`src/sv/rgbhsv_pkg.sv`:
```
// rgbhsv_pkg: widths, sector codes and the cell link type of the rgb to hsv pipeline
// depends on nothing; imported by every module of the block
package rgbhsv_pkg;

  localparam int CHANNEL_FRAC_BITS = 15;
  localparam int HUE_BITS          = 16;
  localparam int FIELD_W           = 16;

  localparam int CW    = CHANNEL_FRAC_BITS + 1;
  localparam int QS    = CHANNEL_FRAC_BITS + 1;
  localparam int NSTEP = (QS > HUE_BITS) ? QS : HUE_BITS;
  localparam int DW    = $clog2(6 * (1 << CHANNEL_FRAC_BITS) + 1);
  localparam int CMPW  = (CW > FIELD_W) ? CW : FIELD_W;

  localparam logic [CMPW-1:0] ONE_CMP = CMPW'(1) << CHANNEL_FRAC_BITS;

  typedef enum logic [1:0] {
    SEC_RED,
    SEC_GREEN,
    SEC_BLUE
  } sector_e;

  typedef struct packed {
    logic             vld;
    logic [DW-1:0]    rem_h;
    logic [DW-1:0]    div_h;
    logic [DW-1:0]    rem_s;
    logic [DW-1:0]    div_s;
    logic [NSTEP-1:0] quo_h;
    logic [NSTEP-1:0] quo_s;
    logic [CW-1:0]    val;
  } cell_t;

endpackage

```
`src/sv/rgbhsv_front.sv`:
```
// rgbhsv_front: two stage front end, clamp, max and min, chroma, hue numerator, divisors
// depends on rgbhsv_pkg; feeds the first divider cell
module rgbhsv_front (
  input  logic                  clk_i,
  input  logic                  rst_ni,
  input  logic                  vld_i,
  input  logic [15:0]           red_i,
  input  logic [15:0]           green_i,
  input  logic [15:0]           blue_i,
  output rgbhsv_pkg::cell_t     cell_o
);
  import rgbhsv_pkg::*;

  logic [CW-1:0] r_c, g_c, b_c, v_c, mn_c;
  sector_e       sec_c;

  logic          vld_a_q;
  logic [CW-1:0] r_a_q, g_a_q, b_a_q, v_a_q, c_a_q;
  sector_e       sec_a_q;

  logic [DW-1:0] c_w, six_c, base, x_w, y_w, num;
  cell_t         cell_d, cell_q;

  function automatic logic [CW-1:0] clamp_ch(input logic [15:0] in);
    logic [CMPW-1:0] w;
    w = CMPW'(in);
    return (w > ONE_CMP) ? CW'(ONE_CMP) : CW'(w);
  endfunction

  always_comb begin
    r_c = clamp_ch(red_i);
    g_c = clamp_ch(green_i);
    b_c = clamp_ch(blue_i);
    if (r_c >= g_c && r_c >= b_c) begin
      v_c   = r_c;
      sec_c = SEC_RED;
    end else if (g_c >= b_c) begin
      v_c   = g_c;
      sec_c = SEC_GREEN;
    end else begin
      v_c   = b_c;
      sec_c = SEC_BLUE;
    end
    mn_c = (r_c <= g_c) ? ((r_c <= b_c) ? r_c : b_c) : ((g_c <= b_c) ? g_c : b_c);
  end

  always_ff @(posedge clk_i or negedge rst_ni) begin
    if (!rst_ni) begin
      vld_a_q <= 1'b0;
    end else begin
      vld_a_q <= vld_i;
    end
  end

  always_ff @(posedge clk_i) begin
    r_a_q   <= r_c;
    g_a_q   <= g_c;
    b_a_q   <= b_c;
    v_a_q   <= v_c;
    c_a_q   <= v_c - mn_c;
    sec_a_q <= sec_c;
  end

  // numerator stays in [0, 6c), so modular arithmetic is exact
  always_comb begin
    c_w   = DW'(c_a_q);
    six_c = (c_w << 2) + (c_w << 1);
    unique case (sec_a_q)
      SEC_RED: begin
        base = (g_a_q < b_a_q) ? six_c : '0;
        x_w  = DW'(g_a_q);
        y_w  = DW'(b_a_q);
      end
      SEC_GREEN: begin
        base = c_w << 1;
        x_w  = DW'(b_a_q);
        y_w  = DW'(r_a_q);
      end
      SEC_BLUE: begin
        base = c_w << 2;
        x_w  = DW'(r_a_q);
        y_w  = DW'(g_a_q);
      end
      default: begin
        base = '0;
        x_w  = '0;
        y_w  = '0;
      end
    endcase
    num = base + x_w - y_w;

    cell_d       = '0;
    cell_d.vld   = vld_a_q;
    cell_d.val   = v_a_q;
    cell_d.rem_h = (c_a_q == '0) ? '0 : num;
    cell_d.div_h = (c_a_q == '0) ? DW'(1) : six_c;
    cell_d.rem_s = c_w;
    cell_d.div_s = (v_a_q == '0) ? DW'(1) : (DW'(v_a_q) << 1);
  end

  always_ff @(posedge clk_i or negedge rst_ni) begin
    if (!rst_ni) begin
      cell_q <= '0;
    end else begin
      cell_q <= cell_d;
    end
  end

  assign cell_o = cell_q;

endmodule

```
`src/sv/rgbhsv_cell.sv`:
```
// rgbhsv_cell: one restoring division step for hue and for saturation, registered
// depends on rgbhsv_pkg; chained by the top level
module rgbhsv_cell (
  input  logic              clk_i,
  input  logic              rst_ni,
  input  rgbhsv_pkg::cell_t cell_i,
  output rgbhsv_pkg::cell_t cell_o
);
  import rgbhsv_pkg::*;

  logic [DW:0] sh_h, sh_s;
  logic        bit_h, bit_s;
  cell_t       cell_d, cell_q;

  always_comb begin
    sh_h   = {cell_i.rem_h, 1'b0};
    sh_s   = {cell_i.rem_s, 1'b0};
    bit_h  = (sh_h >= {1'b0, cell_i.div_h});
    bit_s  = (sh_s >= {1'b0, cell_i.div_s});
    cell_d = cell_i;
    cell_d.rem_h = bit_h ? DW'(sh_h - {1'b0, cell_i.div_h}) : DW'(sh_h);
    cell_d.rem_s = bit_s ? DW'(sh_s - {1'b0, cell_i.div_s}) : DW'(sh_s);
    cell_d.quo_h = {cell_i.quo_h[NSTEP-2:0], bit_h};
    cell_d.quo_s = {cell_i.quo_s[NSTEP-2:0], bit_s};
  end

  always_ff @(posedge clk_i or negedge rst_ni) begin
    if (!rst_ni) begin
      cell_q <= '0;
    end else begin
      cell_q <= cell_d;
    end
  end

  assign cell_o = cell_q;

endmodule

```
`src/sv/rgb_to_hsv_pixel.sv`:
```
// rgb_to_hsv_pixel: rgb to hexcone hsv, two front stages then a chain of divider cells
// result: valid_o is the vld bit of the last cell, carried through both front stages and every divider cell
// throughput: one transaction per cycle, set by one quotient bit per cell; busy stays low
// reset: clears the valid of the first front stage, the whole second front stage and every cell, no result follows
// the receiver cannot stall, so results leave on a fixed schedule
// depends on rgbhsv_pkg, rgbhsv_front, rgbhsv_cell
module rgb_to_hsv_pixel (
  input  logic        clk_i,
  input  logic        rst_ni,
  input  logic        start,
  output logic        busy,
  input  logic [15:0] red_i,
  input  logic [15:0] green_i,
  input  logic [15:0] blue_i,
  output logic        valid_o,
  output logic [15:0] hue_o,
  output logic [15:0] saturation_o,
  output logic [15:0] brightness_o
);
  import rgbhsv_pkg::*;

  cell_t              link [NSTEP+1];
  logic [HUE_BITS-1:0] hue_full;
  logic [QS-1:0]       sat_full;

  assign busy = 1'b0;

  rgbhsv_front u_front (
    .clk_i   (clk_i),
    .rst_ni  (rst_ni),
    .vld_i   (start && !busy),
    .red_i   (red_i),
    .green_i (green_i),
    .blue_i  (blue_i),
    .cell_o  (link[0])
  );

  for (genvar i = 0; i < NSTEP; i++) begin : g_cell
    rgbhsv_cell u_cell (
      .clk_i  (clk_i),
      .rst_ni (rst_ni),
      .cell_i (link[i]),
      .cell_o (link[i+1])
    );
  end

  assign hue_full     = link[NSTEP].quo_h[NSTEP-1 -: HUE_BITS];
  assign sat_full     = link[NSTEP].quo_s[NSTEP-1 -: QS];
  assign valid_o      = link[NSTEP].vld;
  assign hue_o        = 16'(hue_full);
  assign saturation_o = 16'(sat_full);
  assign brightness_o = 16'(link[NSTEP].val);

endmodule
```
`config.mk`:
```
export PLATFORM = sky130hd
export DESIGN_NAME = rgb_to_hsv_pixel
export DESIGN_NICKNAME = d
export VERILOG_FILES = /design/src/sv/rgbhsv_pkg.sv /design/src/sv/rgbhsv_front.sv /design/src/sv/rgbhsv_cell.sv /design/src/sv/rgb_to_hsv_pixel.sv
export SDC_FILE = /design/constraint.sdc
export NUM_CORES = 2
export LEC_CHECK = 0
export ABC_CLOCK_PERIOD_IN_PS = 14500
export BUFFER_PORTS_ARGS = -buffer_cell sky130_fd_sc_hd__buf_2
export CAP_MARGIN = 10
export CORE_MARGIN = 2
export CORE_UTILIZATION = 45
export DETAILED_ROUTE_END_ITERATION = 7
export PLACE_DENSITY = 0.58
export SLEW_MARGIN = 30
export SYNTH_ARGS = -nofsm -noshare
export SYNTH_HDL_FRONTEND = slang
export SYNTH_SLANG_ARGS = --single-unit
```
`constraint.sdc`:
```
create_clock -name clk_i -period 14.5 [get_ports clk_i]
set_input_delay 0 -clock clk_i [delete_from_list [all_inputs] [get_ports clk_i]]
set_output_delay 0 -clock clk_i [all_outputs]
set_load 0.01 [all_outputs]
```
After elaboration in Yosys (flattened, before gate mapping) --
Cells that the tools add are included. Widths: inputs -> output; s select.
Cells by class: add/sub/neg operators 34, order comparisons 42, eq/ne operators 2, multiplexer cells 46, reductions and logical operators 4
Operators by type and width (number):
- $mux 18 | 33
- $ge 19x18->1 | 31
- $sub 18x18->18 | 29
- $mux 16 | 8
- $pmux 16 s3 | 2
- $pmux 18 s3 | 1
- $ge 16x16->1 | 3
- $gt 16x16->1 const B | 3
- $le 16x16->1 | 3
- $logic_not 16->1 | 2
- $add 18x16->18 | 1
- $add 18x17->18 | 1
- $ge 17x18->1 | 1
- $sub 17x18->18 | 1
- $sub 18x16->18 | 1
- $mux 17 | 1
- $lt 16x16->1 | 1
- $sub 16x16->16 | 1
- $eq 2x1->1 const B | 1
- $eq 2x2->1 const B | 1
- $logic_not 2->1 | 1
- $mux 2 | 1
- $logic_and 1x1->1 | 1
Word-level totals: register bits after elaboration 1794, input port bits 51, output and inout bits 50, word-level logic and storage cells 265

Longest topological paths before layout --
depth after elaboration 6, depth in mapped cells 26

Cells and area by module --
From an unflattened synthesis, not the netlist that was laid out.
Unflattened totals: cell total of the unflattened synthesis 8430, area total of the unflattened synthesis 95624.2 um^2
Modules (own cells, without submodules):
- rgbhsv_cell (g_cell[0].u_cell ...) | times used 15, cells an instance 451, area each 5303.8 um^2, seq. area each 3027.9 um^2
- rgbhsv_front | times used 1, cells an instance 1183, area each 10596.4 um^2, seq. area each 3818.7 um^2
- rgbhsv_cell (g_cell[1].u_cell) | times used 1, cells an instance 480, area each 5459.0 um^2, seq. area each 3027.9 um^2
- rgb_to_hsv_pixel | times used 1, cells an instance 2, area each 11.3 um^2, seq. area each 0.0 um^2

Worst setup path after synthesis --
No wires, ideal clock.
kind register to register, from reg u_front.b_a_q[2], to reg u_front.cell_q (netlist bit u_front.cell_o[119]), data arrival time 4.748 ns, slack 9.674 ns, stages on the path, launching flop included 24, path through dfxtp_1 > inv_1 > ha_1 > a211o_1 > a31oi_1 > o21ai_0 > a221oi_1 > o21ai_0 > clkbuf_1 > a211o_1 > fa_1 > inv_1 > ha_1 > inv_1 > fa_1 > nor2b_1 > o21ai_0 > a21boi_0 > o21ai_0 > o211ai_1 > o31ai_1 > o2bb2ai_1 > or4_1 > a21oi_1
RTL lines:
- start, declared | line rgbhsv_front.sv:18 | logic [CW-1:0] r_a_q, g_a_q, b_a_q, v_a_q, c_a_q;
- start signal, assigned | line rgbhsv_front.sv:58 | b_a_q <= b_c;
- end signal, assigned | line rgbhsv_front.sv:105 | cell_q <= cell_d;
- end, declared | line rgbhsv_front.sv:22 | cell_t cell_d, cell_q;

Worst setup path after layout --
from in blue_i[2], to reg u_front.c_a_q[14]
Between the ends: longest elaborated chain between the ends 6, elaborated cells on any way between the ends 13
Ends and longest elaborated chain:
- start, declared | line rgb_to_hsv_pixel.sv:14 | input logic [15:0] blue_i,
- $gt 16x16->1 | line rgbhsv_front.sv:27 | return (w > ONE_CMP) ? CW'(ONE_CMP) : CW'(w);
- $mux 16 * | line rgbhsv_front.sv:27
- $ge 16x16->1 (on tied branches) | line rgbhsv_front.sv:37, rgbhsv_front.sv:34
- $mux 16 or $logic_and 1x1->1 (tied branches) | line rgbhsv_front.sv:37, rgbhsv_front.sv:34
- $mux 16 * | line rgbhsv_front.sv:34 | if (r_c >= g_c && r_c >= b_c) begin
- net u_front.v_c[3] | line rgbhsv_front.sv:14 | logic [CW-1:0] r_c, g_c, b_c, v_c, mn_c;
- $sub 16x16->16 * | line rgbhsv_front.sv:60 | c_a_q <= v_c - mn_c;
- end signal, assigned | line rgbhsv_front.sv:60
- end, declared | line rgbhsv_front.sv:18
The timed path passes the listed nets; every way through them passes the cells marked *. A chain may end at the register's enable or synchronous reset.

==> impl_results.md <==
- Status: complete, no violations
- WP data required: 15270 ps
- Synth unique cells: 88
- DR iter-0 viols: 2392
- Vias in the first global route: roughly 57000
- Post-detail-place hpwl: ~130 mm
- Initial Util: a little under half
- Total iterations of the first detailed-routing run: 7
- RSZ-0062 raised after global routing: false
- Top-Level Pins: a little over 100
- Drt total wl: 178 mm
- Largest family of logic cells by synthesized area: compound AO/OA/AOI/OAI gates
- Synth Area in Simple Gates: ~9%
- FMAX: 0.155 GHz
- TNS Setup: 0 ps
- Drt wl/cell: roughly 17 um
- Multi-input logic area: about 36000 um2
- CP Class: input port to register
- CTS tree: yes
- Sequential Area: roughly 44000 um2
- Final min period: around 6400 ps
- DIE HEIGHT: 435 um
- Mux contribution to synthesized area: ~6.4%
- Largest net degree at the start of global routing: slightly below 200
- Post-Synthesis Cell Area: between 80000 and 90000 um2
- Worst-path maximum fanout: 30
- Fin util: between 50% and 60%
- Hold Crit Class: input port to register
- Synth Instances: between 7000 and 8000
- Setup Viol. Count Final: 0
- CP startpoint kind: input port
- Synth Net Count: about 8000
- Std-Cell Rows: 158
- First-pass GRT wire length: about 290 mm
- Sequential element share of the synthesized area: a little over half
- Clk pin slew, worst setup/hold paths: ~60 ps
- Final Slew Violations: 0
- Synth Area in Compound Gates: between 10% and 20%
- Clk buf depth: 3
- Die width: 435 um
- CP arrival: approximately 7000 ps
- Total track usage: between 10% and 20%
- Gp weighted congestion: 0.928
- Htree depth: 4
- Primary FF master, synth: dfrtp_1
- Clock skew: 48.9 ps
- Dpl cell area: a little under 90000 um2
- CTS sink cnt: approximately 1800
- Antenna-violating nets left: 0
- Crit path capture type: register
- Worst-Skew Late Latency: 840 ps
- Layout Nets: 8434
- Postcts setup bufs: 0
- Layout cells sized above 1: 12.3%
- Filler cell count: 16058
- Initial antenna violation count: 0
- Post-synthesis adder-cell area fraction: approximately 11%
- FFs w/ async S/R, synth: 95.4%
- Max Cap Violations: 0
- Placed cells: 9866
- Design area: between 90000 and 100000 um2
- Root Buffer: clkbuf_16
- Post-Synth XOR/XNOR Area: 4.36%
- Via count: between 50000 and 60000
- Die Footprint: 189000 um2
- Finished Layout Cells: approximately 10000
- EDFF count, synth: 0
- Core Region: about 180000 um2
- Vias per cell: ~5.1
- Worst slew margin: roughly 33%
- Synthesized area per cell: between 10 and 15 um2
- Yosys warns: 0
- CTS Buf Count: roughly 190
- Yosys reg bits: 1778
- Worst-Margin Slew: between 1000 and 1500 ps
- Overflow after GRT: 0
- Final hold violations: 0
- Final worst path period share: 44.4%
- Syn-to-layout area delta: 13.2%
- Drt drc: 0
- PortBufs: 99
-- final cells by class --
cell class | count | area share [%]
repair buffers | 215 | 1.84
diodes | 1 | 0.00265
well taps | 2480 | 3.29
clock inverters | 75 | 1.33
inverters | 859 | 3.41
flip-flops and latches | 1778 | 46.7
multi-input cells | 4618 | 37.7
clock buffers | 269 | 5.75
-- worst max-delay path, cell delays in order --
cell           delay, ps
dlygate4sd3_1        540
buf_2                130
nor4_1               300
dlygate4sd3_1        590
a41o_1               250
dlygate4sd3_1        590
nand2_1              120
ha_1                 310
nand4_1              120
nor4_1               580
inv_1                 90
nor3_1               400
nor2_1                70
buf_4                240
mux2i_1              150
dlygate4sd3_1        570
nand2_1               70
o21ai_0              130
ha_1                 370
o21ai_0              110
a21boi_0             150
o21ai_0              320
a211oi_1             170
o31ai_1              390
o21bai_1             100
a21oi_1              180
xnor2_1              140
-- cells in the mapped netlist, drive strengths merged (56+ instances only) --
master  number  area [um2]
a21o       157        1180
a21oi      492        2510
a31oi       56         363
clkbuf      74         278
dfrtp     1696       42400
dfxtp       82        1640
ha         676        8460
inv        859        3220
mux2       409        4740
mux2i       61         611
nand2      346        1300
nand2b      86         538
nand3       71         355
nand4       87         544
nor2       399        1510
nor2b      114         713
nor3       145         726
o21a        95         713
o21ai      322        1640
xnor2      314        2750
xor2       101         885
-- cells by family after synthesis --
kind of cell               Yosys count
AOI/OAI and AO/OA                 1492
buffers and inverters              976
DFF                               1778
xor gates and xnor gates           415
adders and majority gates          724
and+or+nand+nor                   1516
muxes                              470
other                                1
-- timing repair --
action                    CTS  global route
hold buffers               81             0
gates resized for setup     0             0
hold endpoints to repair  640             0
-- path summary, 6_finish.rpt --
kind / startpoint / endpoint / slack [ps] / cells after the start
min in group asynchronous: rst_ni / g_cell[3].u_cell.cell_o[120]$_DFF_PN0_ / 400 / 4
max in group asynchronous: rst_ni / g_cell[0].u_cell.cell_o[111]$_DFF_PN0_ / 11610 / 7
worst min register to register: g_cell[12].u_cell.cell_o[25]$_DFF_PN0_ / g_cell[13].u_cell.cell_o[26]$_DFF_PN0_ / 340 / 0
worst max register to register: u_front.b_a_q[2]$_DFF_P_ / u_front.cell_o[119]$_DFF_PN0_ / 8890 / 23
worst min-delay path: red_i[8] / u_front.r_a_q[8]$_DFF_P_ / 120 / 4
worst max-delay path: blue_i[2] / u_front.c_a_q[14]$_DFF_P_ / 8060 / 27
-- metrics by stage --
stage	worst slack, ps	hold WS [ps]
final	8060	118
after global routing	7700	103
after CTS	8250	32.5
after detailed placement	8990	90.6
after global placement	8970	93.1
after floorplan	9670	-296
-- registers in the layout, summed over array words and instances (netlist names) --
signal / flops
u_front.v_a_q: 16
u_front.b_a_q: 16
u_front.r_a_q: 16
u_front.c_a_q: 16
g_cell.u_cell.cell_o: 1609
u_front.cell_o: 86
u_front.g_a_q: 16
u_front.sec_a_q: 2
u_front.vld_a_q: 1
-- layer usage --
| metal | up-vias | part of all wire [%] | global-route usage, % |
|---|---|---|---|
| met5 | - | 0 | 0 |
| met4 | 0 | 4.8 | 9.60 |
| met3 | 403 | 2.8 | 2.61 |
| met2 | 857 | 54 | 37.2 |
| met1 | 25824 | 38 | 20.4 |
| li1 | 25835 | - | - |
-- cell usage in the layout, fill, tap and decap left out, types with 61 or more instances in the layout --
cell / count
dfrtp_1: 1696
inv_1: 859
ha_1: 676
a21oi_1: 479
nor2_1: 395
mux2_2: 366
nand2_1: 344
xnor2_1: 314
o21ai_0: 306
clkbuf_16: 188
a21o_1: 157
nor3_1: 145
nor2b_1: 114
xor2_1: 101
buf_2: 98
o21a_1: 95
nand4_1: 87
nand2b_1: 86
dlygate4sd3_1: 80
dfxtp_1: 80
nand3_1: 71
mux2i_1: 61
Power is left out: the tool's default activity adds up to more than one toggle a clock period on the data nets, which glitch-free logic cannot reach.
